==> config.mk <==
export PLATFORM = sky130hd
export DESIGN_NAME = beat_loop_gesture_controller_core
export DESIGN_NICKNAME = d
export VERILOG_FILES = /design/src/sv/blgc_pkg.sv /design/src/sv/blgc_win_len.sv /design/src/sv/beat_loop_gesture_controller_core.sv
export SDC_FILE = /design/constraint.sdc
export NUM_CORES = 2
export LEC_CHECK = 0
export ABC_AREA = 1
export BUFFER_PORTS_ARGS = -buffer_cell sky130_fd_sc_hd__buf_2
export CAP_MARGIN = 20
export CORE_UTILIZATION = 37
export CTS_CLUSTER_DIAMETER = 30
export DETAILED_ROUTE_END_ITERATION = 10
export PLACE_DENSITY = 0.57
export SYNTH_ARGS = -nofsm -noshare
export SYNTH_HDL_FRONTEND = slang
export SYNTH_HIERARCHICAL = 1
export SYNTH_SLANG_ARGS = --single-unit
==> constraint.sdc <==
create_clock -name i_clk -period 13.5 [get_ports i_clk]
set_input_delay 2.7 -clock i_clk [delete_from_list [all_inputs] [get_ports i_clk]]
set_output_delay 2.7 -clock i_clk [all_outputs]
set_load 0.01 [all_outputs]
==> src/sv/blgc_pkg.sv <==
// Package for the beat-loop gesture controller: action and phase codes,
// division table and stream field offsets. No dependencies.
`default_nettype none

package blgc_pkg;

    // Result kind carried in the master-side tuser
    typedef enum logic [2:0] {
        ACT_NONE   = 3'd0,
        ACT_ARM    = 3'd1,
        ACT_ENTER  = 3'd2,
        ACT_LATCH  = 3'd3,
        ACT_RESIZE = 3'd4,
        ACT_EXIT   = 3'd5
    } t_action;

    // Loop phase, one-hot
    typedef enum logic [2:0] {
        PH_OFF = 3'b001,
        PH_MOM = 3'b010,
        PH_LAT = 3'b100
    } t_phase;

    // Loop mode codes as they appear on the result
    localparam logic [1:0] LOOP_OFF = 2'd0;
    localparam logic [1:0] LOOP_MOM = 2'd1;
    localparam logic [1:0] LOOP_LAT = 2'd2;

    // Configuration register indexes
    localparam logic [1:0] CFG_SONG_LENGTH = 2'd0;
    localparam logic [1:0] CFG_BEAT_FRAMES = 2'd1;
    localparam logic [1:0] CFG_HOLD_MS     = 2'd2;

    localparam int          CFG_IDX_W   = 2;
    localparam int          CFG_DATA_W  = 32;
    localparam int          BEAT_W      = 24;
    localparam int          HOLD_W      = 16;
    localparam logic [15:0] HOLD_RESET  = 16'd450;

    // Division: 0 half beat, 1 beat, 2 two beats, 3 one bar
    localparam logic [1:0] SEL_MIN   = 2'd0;
    localparam logic [1:0] SEL_MAX   = 2'd3;
    localparam logic [1:0] SEL_RESET = 2'd3;
    localparam int         NUM_W     = 3;
    localparam logic [NUM_W-1:0] DIV_NUM [4] = '{3'd1, 3'd1, 3'd2, 3'd4};
    localparam logic [1:0]       DIV_DEN [4] = '{2'd2, 2'd1, 2'd1, 2'd1};
    localparam logic [1:0]       DEN_HALF    = 2'd2;

    // Slave-side tdata layout
    localparam int S_TDATA_W    = 56;
    localparam int S_PLAY       = 0;
    localparam int S_FUNCTION   = 1;
    localparam int S_RUNNING    = 2;
    localparam int S_VOL_DOWN   = 3;
    localparam int S_VOL_UP     = 4;
    localparam int S_HELD_LSB   = 5;
    localparam int S_PH_LSB     = 21;

    // Master-side tdata layout
    localparam int M_TDATA_W     = 136;
    localparam int M_TDATA_PAD   = 4;
    localparam int M_LOOP_LSB    = 128;

endpackage

`default_nettype wire

==> src/sv/blgc_win_len.sv <==
// Loop window length: beat length times the division, clamped to the room
// left in the song. Uses blgc_pkg.
`default_nettype none

module blgc_win_len
    import blgc_pkg::*;
#(
    parameter int FRAME_BITS = 32
) (
    input  wire logic [BEAT_W-1:0]     i_beat_frames,
    input  wire logic [1:0]            i_sel,
    input  wire logic [FRAME_BITS-1:0] i_start,
    input  wire logic [FRAME_BITS-1:0] i_song,
    output logic      [FRAME_BITS-1:0] o_len
);

    localparam int PROD_W = BEAT_W + NUM_W;
    localparam int LW     = (FRAME_BITS > PROD_W) ? FRAME_BITS : PROD_W;

    logic [PROD_W-1:0]     prod;
    logic [PROD_W-1:0]     beat_len;
    logic [FRAME_BITS-1:0] room;
    logic [LW-1:0]         beat_len_x;
    logic [LW-1:0]         room_x;

    // Scale the beat by the division; the only fraction is a half
    assign prod     = PROD_W'(i_beat_frames) * PROD_W'(DIV_NUM[i_sel]);
    assign beat_len = (DIV_DEN[i_sel] == DEN_HALF) ? (prod >> 1) : prod;

    assign room       = i_song - i_start;
    assign beat_len_x = LW'(beat_len);
    assign room_x     = LW'(room);

    // Zero means no window; clamp to the song end otherwise
    always_comb begin
        if (i_beat_frames == '0 || i_start >= i_song || beat_len == '0) begin
            o_len = '0;
        end else if (beat_len_x > room_x) begin
            o_len = room;
        end else begin
            o_len = FRAME_BITS'(beat_len);
        end
    end

endmodule

`default_nettype wire

==> src/sv/beat_loop_gesture_controller_core.sv <==
// Beat-loop gesture controller top level: input register, one pass of gesture
// and playhead logic, result register. Uses blgc_pkg and blgc_win_len.
//
//  channel   dir  handshake          payload
//  s_*       in   s_tvalid/s_tready  tdata buttons, held_ms, playhead; tuser mode
//  m_*       out  m_tvalid/m_tready  tdata playhead and window; tuser action
//  i_cfg_*   in   i_cfg_we           i_cfg_idx register, i_cfg_data value
//
// One beat per cycle sustained while m_tready stays high; each beat's result is
// offered on m_* once it has passed the input register, then the result register.
// The window-length units and the window-end adder sit in the single pass between
// the two registers. Reset (i_rst_n low, synchronous) empties both registers and
// loads the register defaults. A stalled result holds the result register, and
// the input register fills behind it.
`default_nettype none

module beat_loop_gesture_controller_core
    import blgc_pkg::*;
#(
    parameter int FRAME_BITS = 32
) (
    input  wire logic                  i_clk,
    input  wire logic                  i_rst_n,
    // play, function, running, vol_down, vol_up, held_ms[15:0], playhead[31:0]
    input  wire logic [S_TDATA_W-1:0]  s_tdata,
    // mode
    input  wire logic                  s_tuser,
    input  wire logic                  s_tvalid,
    output logic                       s_tready,
    // next_playhead, resume_at, window_start, window_end, loop_mode, division
    output logic      [M_TDATA_W-1:0]  m_tdata,
    // action
    output logic      [2:0]            m_tuser,
    output logic                       m_tvalid,
    input  wire logic                  m_tready,
    input  wire logic                  i_cfg_we,
    input  wire logic [CFG_IDX_W-1:0]  i_cfg_idx,
    input  wire logic [CFG_DATA_W-1:0] i_cfg_data
);

    // Configuration
    logic [31:0]           r_song_length;
    logic [BEAT_W-1:0]     r_beat_frames;
    logic [HOLD_W-1:0]     r_hold_ms;

    // Input register and result register
    logic                  r_in_valid;
    logic [S_TDATA_W-1:0]  r_in_data;
    logic                  r_in_user;
    logic                  r_out_valid;
    logic [M_TDATA_W-1:0]  r_out_data;
    logic [2:0]            r_out_user;

    // Gesture state
    t_phase                r_phase,        n_phase;
    logic [FRAME_BITS-1:0] r_start,        n_start;
    logic [FRAME_BITS-1:0] r_end,          n_end;
    logic [FRAME_BITS-1:0] r_resume,       n_resume;
    logic [FRAME_BITS-1:0] r_armed_start,  n_armed_start;
    logic                  r_armed_valid,  n_armed_valid;
    logic [1:0]            r_sel,          n_sel;
    logic                  r_swallowed,    n_swallowed;
    logic                  r_play_prev,    n_play_prev;
    logic                  r_fn_prev,      n_fn_prev;
    logic                  r_entered,      n_entered;

    logic                  advance;
    logic                  fire;
    logic                  in_mode;
    logic                  play;
    logic                  fn;
    logic                  running;
    logic                  vdown;
    logic                  vup;
    logic [HOLD_W-1:0]     held;
    logic [FRAME_BITS-1:0] ph;
    logic [FRAME_BITS:0]   ph1;
    logic [FRAME_BITS-1:0] song;
    logic                  play_press;
    logic                  play_lift;
    logic                  fn_edge;
    logic                  arm_try;
    logic                  enter_try;
    logic [FRAME_BITS-1:0] win_start;
    logic [1:0]            sel_up;
    logic [1:0]            sel_new;
    logic [FRAME_BITS-1:0] len_cur;
    logic [FRAME_BITS-1:0] len_new;
    logic [FRAME_BITS-1:0] adv_next;
    t_action               act;
    logic [FRAME_BITS-1:0] nxt;
    logic [1:0]            loop_code;

    function automatic logic [FRAME_BITS-1:0] f_resume(
        input logic [FRAME_BITS-1:0] e,
        input logic [FRAME_BITS-1:0] s
    );
        return (e < s) ? e : '0;
    endfunction

    // Handshake: the input register moves on whenever the result register can
    assign advance  = !r_out_valid || m_tready;
    assign fire     = r_in_valid && advance;
    assign s_tready = !r_in_valid || advance;
    assign m_tvalid = r_out_valid;
    assign m_tdata  = r_out_data;
    assign m_tuser  = r_out_user;

    // Unpack the held beat
    assign in_mode = r_in_user;
    assign play    = r_in_data[S_PLAY];
    assign fn      = r_in_data[S_FUNCTION];
    assign running = r_in_data[S_RUNNING];
    assign vdown   = r_in_data[S_VOL_DOWN];
    assign vup     = r_in_data[S_VOL_UP];
    assign held    = r_in_data[S_HELD_LSB +: HOLD_W];
    assign ph      = r_in_data[S_PH_LSB +: FRAME_BITS];
    assign song    = r_song_length[FRAME_BITS-1:0];
    assign ph1     = {1'b0, ph} + (FRAME_BITS+1)'(1);

    assign play_press = play && !r_play_prev;
    assign play_lift  = !play && r_play_prev;
    assign fn_edge    = fn && !r_fn_prev;

    // Gesture qualifiers; an arm attempt and a loop entry never share a beat
    assign arm_try   = !in_mode && play_press && (r_phase == PH_OFF) && running
                       && !r_swallowed && !fn;
    assign enter_try = !in_mode && !arm_try && (r_phase == PH_OFF) && play
                       && !r_swallowed && r_armed_valid && !(r_entered && !play_press)
                       && running && (held >= r_hold_ms);
    assign win_start = arm_try ? ph : (enter_try ? r_armed_start : r_start);

    // Step up, then down, each clamped
    assign sel_up  = (vup && r_sel < SEL_MAX) ? r_sel + 2'd1 : r_sel;
    assign sel_new = (vdown && sel_up > SEL_MIN) ? sel_up - 2'd1 : sel_up;

    blgc_win_len #(.FRAME_BITS(FRAME_BITS)) u_len_cur (
        .i_beat_frames (r_beat_frames),
        .i_sel         (r_sel),
        .i_start       (win_start),
        .i_song        (song),
        .o_len         (len_cur)
    );

    blgc_win_len #(.FRAME_BITS(FRAME_BITS)) u_len_new (
        .i_beat_frames (r_beat_frames),
        .i_sel         (sel_new),
        .i_start       (win_start),
        .i_song        (song),
        .o_len         (len_new)
    );

    // Playhead advance: wrap inside a running loop, else at the song end
    always_comb begin
        if (r_phase != PH_OFF && r_end > r_start) begin
            if (ph < r_start || ph >= r_end || ph1 >= {1'b0, r_end}) begin
                adv_next = r_start;
            end else begin
                adv_next = ph1[FRAME_BITS-1:0];
            end
        end else if (song != '0 && ph1 >= {1'b0, song}) begin
            adv_next = '0;
        end else begin
            adv_next = ph1[FRAME_BITS-1:0];
        end
    end

    // Gesture pass for one control beat
    always_comb begin
        n_phase       = r_phase;
        n_start       = r_start;
        n_end         = r_end;
        n_resume      = r_resume;
        n_armed_start = r_armed_start;
        n_armed_valid = r_armed_valid;
        n_sel         = r_sel;
        n_swallowed   = r_swallowed;
        n_play_prev   = r_play_prev;
        n_fn_prev     = r_fn_prev;
        n_entered     = r_entered;
        act           = ACT_NONE;
        nxt           = '0;
        if (fire) begin
            if (in_mode) begin
                nxt = adv_next;
            end else begin
                n_play_prev = play;
                n_fn_prev   = fn;
                if (play_press && r_phase == PH_LAT) begin
                    // exit a latched loop and swallow the release
                    n_armed_valid = 1'b0;
                    n_resume      = f_resume(r_end, song);
                    n_phase       = PH_OFF;
                    n_swallowed   = 1'b1;
                    act           = ACT_EXIT;
                end else if (arm_try && len_cur != '0) begin
                    n_entered     = 1'b0;
                    n_armed_start = ph;
                    n_armed_valid = 1'b1;
                    act           = ACT_ARM;
                end else if (play_lift) begin
                    n_armed_valid = 1'b0;
                    n_swallowed   = 1'b0;
                    n_entered     = 1'b0;
                    if (!r_swallowed && r_phase == PH_MOM) begin
                        n_resume = f_resume(r_end, song);
                        n_phase  = PH_OFF;
                        act      = ACT_EXIT;
                    end
                end else begin
                    if (play_press) begin
                        n_entered = 1'b0;
                        if (arm_try) begin
                            n_armed_valid = 1'b0;
                        end
                    end
                    if (fn_edge && r_phase == PH_MOM) begin
                        n_phase = PH_LAT;
                        act     = ACT_LATCH;
                    end
                    // enter the momentary loop at the armed frame
                    if (enter_try) begin
                        n_start   = r_armed_start;
                        n_entered = 1'b1;
                        if (len_cur != '0) begin
                            n_end    = win_start + len_cur;
                            n_resume = f_resume(win_start + len_cur, song);
                            n_phase  = PH_MOM;
                            act      = ACT_ENTER;
                        end
                    end
                    // resize; a rejected step keeps the old division
                    if (n_phase != PH_OFF && (play || fn) && (vdown || vup)
                        && sel_new != r_sel) begin
                        if (len_new != '0) begin
                            n_sel    = sel_new;
                            n_end    = win_start + len_new;
                            n_resume = f_resume(win_start + len_new, song);
                            act      = ACT_RESIZE;
                        end else if (len_cur != '0) begin
                            n_end    = win_start + len_cur;
                            n_resume = f_resume(win_start + len_cur, song);
                        end else begin
                            n_resume = f_resume(n_end, song);
                        end
                    end
                end
            end
        end
    end

    always_comb begin
        case (n_phase)
            PH_OFF:  loop_code = LOOP_OFF;
            PH_MOM:  loop_code = LOOP_MOM;
            PH_LAT:  loop_code = LOOP_LAT;
            default: loop_code = LOOP_OFF;
        endcase
    end

    // Configuration writes
    always_ff @(posedge i_clk) begin
        if (!i_rst_n) begin
            r_song_length <= '0;
            r_beat_frames <= '0;
            r_hold_ms     <= HOLD_RESET;
        end else if (i_cfg_we) begin
            case (i_cfg_idx)
                CFG_SONG_LENGTH: r_song_length <= i_cfg_data;
                CFG_BEAT_FRAMES: r_beat_frames <= i_cfg_data[BEAT_W-1:0];
                CFG_HOLD_MS:     r_hold_ms     <= i_cfg_data[HOLD_W-1:0];
                default:         r_hold_ms     <= r_hold_ms;
            endcase
        end
    end

    // Input register
    always_ff @(posedge i_clk) begin
        if (!i_rst_n) begin
            r_in_valid <= 1'b0;
        end else if (s_tready) begin
            r_in_valid <= s_tvalid;
        end
    end

    always_ff @(posedge i_clk) begin
        if (s_tready && s_tvalid) begin
            r_in_data <= s_tdata;
            r_in_user <= s_tuser;
        end
    end

    // Result register
    always_ff @(posedge i_clk) begin
        if (!i_rst_n) begin
            r_out_valid <= 1'b0;
        end else if (advance) begin
            r_out_valid <= r_in_valid;
        end
    end

    always_ff @(posedge i_clk) begin
        if (fire) begin
            r_out_data <= {{M_TDATA_PAD{1'b0}}, n_sel, loop_code, 32'(n_end),
                           32'(n_start), 32'(n_resume), 32'(nxt)};
            r_out_user <= act;
        end
    end

    // Gesture state
    always_ff @(posedge i_clk) begin
        if (!i_rst_n) begin
            r_phase       <= PH_OFF;
            r_start       <= '0;
            r_end         <= '0;
            r_resume      <= '0;
            r_armed_start <= '0;
            r_armed_valid <= 1'b0;
            r_sel         <= SEL_RESET;
            r_swallowed   <= 1'b0;
            r_play_prev   <= 1'b0;
            r_fn_prev     <= 1'b0;
            r_entered     <= 1'b0;
        end else begin
            r_phase       <= n_phase;
            r_start       <= n_start;
            r_end         <= n_end;
            r_resume      <= n_resume;
            r_armed_start <= n_armed_start;
            r_armed_valid <= n_armed_valid;
            r_sel         <= n_sel;
            r_swallowed   <= n_swallowed;
            r_play_prev   <= n_play_prev;
            r_fn_prev     <= n_fn_prev;
            r_entered     <= n_entered;
        end
    end

endmodule

`default_nettype wire

==> run metrics <==
vias in the first global route 44199; Leakage 0.0256 µW; R2R setup slack 1.21 ns; sequential fraction of the synthesis area 0.224; placer congestion estimate 0.996; Fmax achieved 81.4 MHz; worst reg2reg path depth 67; origin of the worst setup path r_sel[1]; CTS tree yes; Slew Limit Fails 0; asr flop ratio synth 0; WL/cell 22.0 µm; CP arrival 12.75 ns; Core ar. 118000 µm²; num ports 237; clock buffer depth 3; synthesized cell area 44200 µm²; DP HPWL 152000 µm; min Tclk post-route 12.29 ns; remaining routing DRC violations 0; outcome finished clean; DRT Pass-1 Iters 6; RSZ-0062 raised after global routing no; Post-CTS Setup Repair Bufs 0; critical path type reg -> reg; setup TNS 0 ns; final net count 7732; Worst Hold Class reg -> reg; top post-synthesis cells by area nand2_1 16%, ha_1 15%, edfxtp_1 13%; slowest library cell on the worst path inv_1; Hold Crit Start r_entered; max incr delay on CP 0.56 ns; PD cells 102 nW/µm²; Worst Path Max Fanout 23; cell mode on critical path nand2_1; startpoint types flop; Post-DP Area 47500 µm²; vias per cell 5.46; final hold vios 0; die area 121000 µm²; share of cells above drive strength 1 0.0952; Post-Syn Instances 6810; Rel. slew slack 0.164; Post-synth EDFFs 189; CTS H-Tree Depth 3; final worst path period share 0.910; largest net degree at the start of global routing 86; worst flop-to-flop path startpoint r_sel[1]; worst-skew pair later-pin latency 0.74 ns; Syn. warnings 6; max-cap viol count 0; Post-Route Skew 0.0600 ns; root buf cell clkbuf_16; Hold Crit Depth 2; Final Cell Area 50900 µm²; grt ovf 0; Final ANT Viol Nets 0; vias 47364; share of the synthesized area in the top cell type 0.162; Worst VDD drop 0.136 mV; final setup violation count 0; Initial Utilization 0.374; post-CTS sizing 0; die height 348 µm; Most used DFF post-synth dfxtp_1; Worst-Margin Slew 1.25 ns; Clock Pin Slew Worst Setup and Hold Paths 0.05 ns; Post-Syn Area per Cell 6.49 µm²; required time worst endpoint 13.96 ns; I/O Buffers 229; GRT Overall Usage 0.308; Area Growth Syn to Fin 15.1%; clock net sink count 401; row cnt 126; antenna violations before repair 4; # hold bufs at CTS 0; Yosys top cell by area nand2_1; die width 348 µm; Routed WL 190000 µm; register bit total from synthesis 401; Num CTS Buffers 93; post-synth cell types 71; first-pass GRT wire length 281000 µm; 1st-iter DRT viols 4535; CP Capture Type flop
cells by family after synthesis:
| group | Yosys count | share of synthesized area |
|---|---|---|
| XOR/XNOR | 134 | 0.0269 |
| buffers and inverters | 1259 | 0.112 |
| AO/OA/AOI/OAI | 1297 | 0.164 |
| AND/OR/NAND/NOR | 3128 | 0.298 |
| flip-flops | 401 | 0.224 |
| other | 3 | 0.000255 |
| multiplexers | 2 | 0.000453 |
| adder cells (fa/ha/maj) | 586 | 0.174 |
path summary, 6_finish.rpt:
check	endpoint
max reg2reg	m_tdata[62]
max	m_tdata[62]
min reg2reg	r_entered
min	r_entered
layout make-up:
cell class | instances | area [µm²]
Antenna cell | 1 | 2.50
Clock buffer | 110 | 2410
Clock inverter | 66 | 970
Fill cell | 12518 | 67300
Inverter | 1034 | 3890
Multi-Input combinational cell | 5161 | 29500
Sequential cell | 401 | 9920
Tap cell | 1536 | 1920
Timing Repair Buffer | 359 | 2260
layout by cell type (no fill, tap or decap), types with 28 or more instances in the layout:
cell type	count
edfxtp_1	189
o211ai_1	51
nor2_2	29
xor2_1	86
o21ai_1	28
inv_1	1002
nor3_1	61
nor4_1	54
buf_2	228
a21oi_1	596
o22ai_1	28
fa_1	50
o21bai_1	51
dfxtp_1	212
nand4_1	101
nand3_1	338
buf_4	120
xnor2_1	46
o21ai_0	349
nor2_1	529
ha_1	536
nand2_1	1910
clkbuf_16	93
a211oi_1	34
a31oi_1	43
registers in the layout, summed over array words and instances (netlist names), 3 cells and up:
| name | cells |
|---|---|
| r_beat_frames | 24 |
| m_tdata | 132 |
| r_end | 32 |
| r_hold_ms | 16 |
| r_start | 32 |
| m_tuser | 3 |
| r_armed_start | 32 |
| r_song_length | 32 |
| r_phase | 3 |
| r_resume | 32 |
| r_in_data | 53 |
cells in the mapped netlist (5+ instances only):
| library cell | count |
|---|---|
| nand2_1 | 1911 |
| inv_1 | 1006 |
| a21oi_1 | 606 |
| ha_1 | 536 |
| nor2_1 | 534 |
| o21ai_0 | 360 |
| nand3_1 | 338 |
| dfxtp_1 | 212 |
| edfxtp_1 | 189 |
| clkbuf_1 | 138 |
| nand4_1 | 101 |
| xor2_1 | 86 |
| nor3_1 | 61 |
| nor4_1 | 54 |
| o211ai_1 | 51 |
| o21bai_1 | 51 |
| fa_1 | 50 |
| xnor2_1 | 46 |
| a31oi_1 | 43 |
| buf_2 | 38 |
| a211oi_1 | 34 |
| o22ai_1 | 28 |
| nor2_2 | 27 |
| nand2_2 | 24 |
| inv_2 | 22 |
| o21ai_1 | 22 |
| buf_4 | 21 |
| a21o_1 | 18 |
| and2_1 | 17 |
| a22oi_1 | 16 |
| buf_1 | 16 |
| o21a_1 | 11 |
| nand3b_1 | 9 |
| nor2_4 | 9 |
| buf_6 | 8 |
| nor3_2 | 8 |
| a21boi_0 | 7 |
| a21oi_2 | 6 |
| clkinv_1 | 6 |
| o31ai_1 | 6 |
| a22oi_2 | 5 |
| and3_1 | 5 |
| o21ai_2 | 5 |
| o221ai_1 | 5 |
critical path: cells and delay by family, from the launching register on:
kind | cells | cell delay [ns]
xor gates and xnor gates | 1 | 0.11
buffers and inverters | 13 | 2.21
muxes | 1 | 0.10
AOI/OAI and AO/OA | 8 | 1.75
DFF | 1 | 0.53
adders and majority gates | 8 | 2.58
and+or+nand+nor | 36 | 4.76
per-stage QoR:
stage | util | hold slack [ns] | cells | setup slack (ns) | power, µW
2_1_floorplan | - | 0.435 | 6821 | 3.87 | 2260
3_3_place_gp | 0.401 | 0.455 | 8488 | 1.41 | 2680
3_5_place_dp | 0.402 | 0.454 | 8489 | 1.37 | 2700
4_1_cts | 0.430 | 0.464 | 8665 | 1.33 | 5170
5_1_grt | 0.430 | 0.495 | 8667 | 0.278 | 5400
6_report | 0.430 | 0.463 | 8668 | 1.21 | 5170
power by group:
| part | internal (µW) | switching [µW] |
|---|---|---|
| clock network | 1640 | 820 |
| registers | 1330 | 52.6 |
| logic | 413 | 917 |
routing by layer:
| layer | wire (µm) | global-route usage | part of all wire |
|---|---|---|---|
| met1 | 85800 | 0.425 | 0.45 |
| met2 | 78600 | 0.462 | 0.41 |
| met3 | 17800 | 0.0688 | 0.093 |
| met4 | 8200 | 0.127 | 0.043 |
| met5 | 36 | 0 | 0.00019 |
Power figures use the tool's default switching activity.
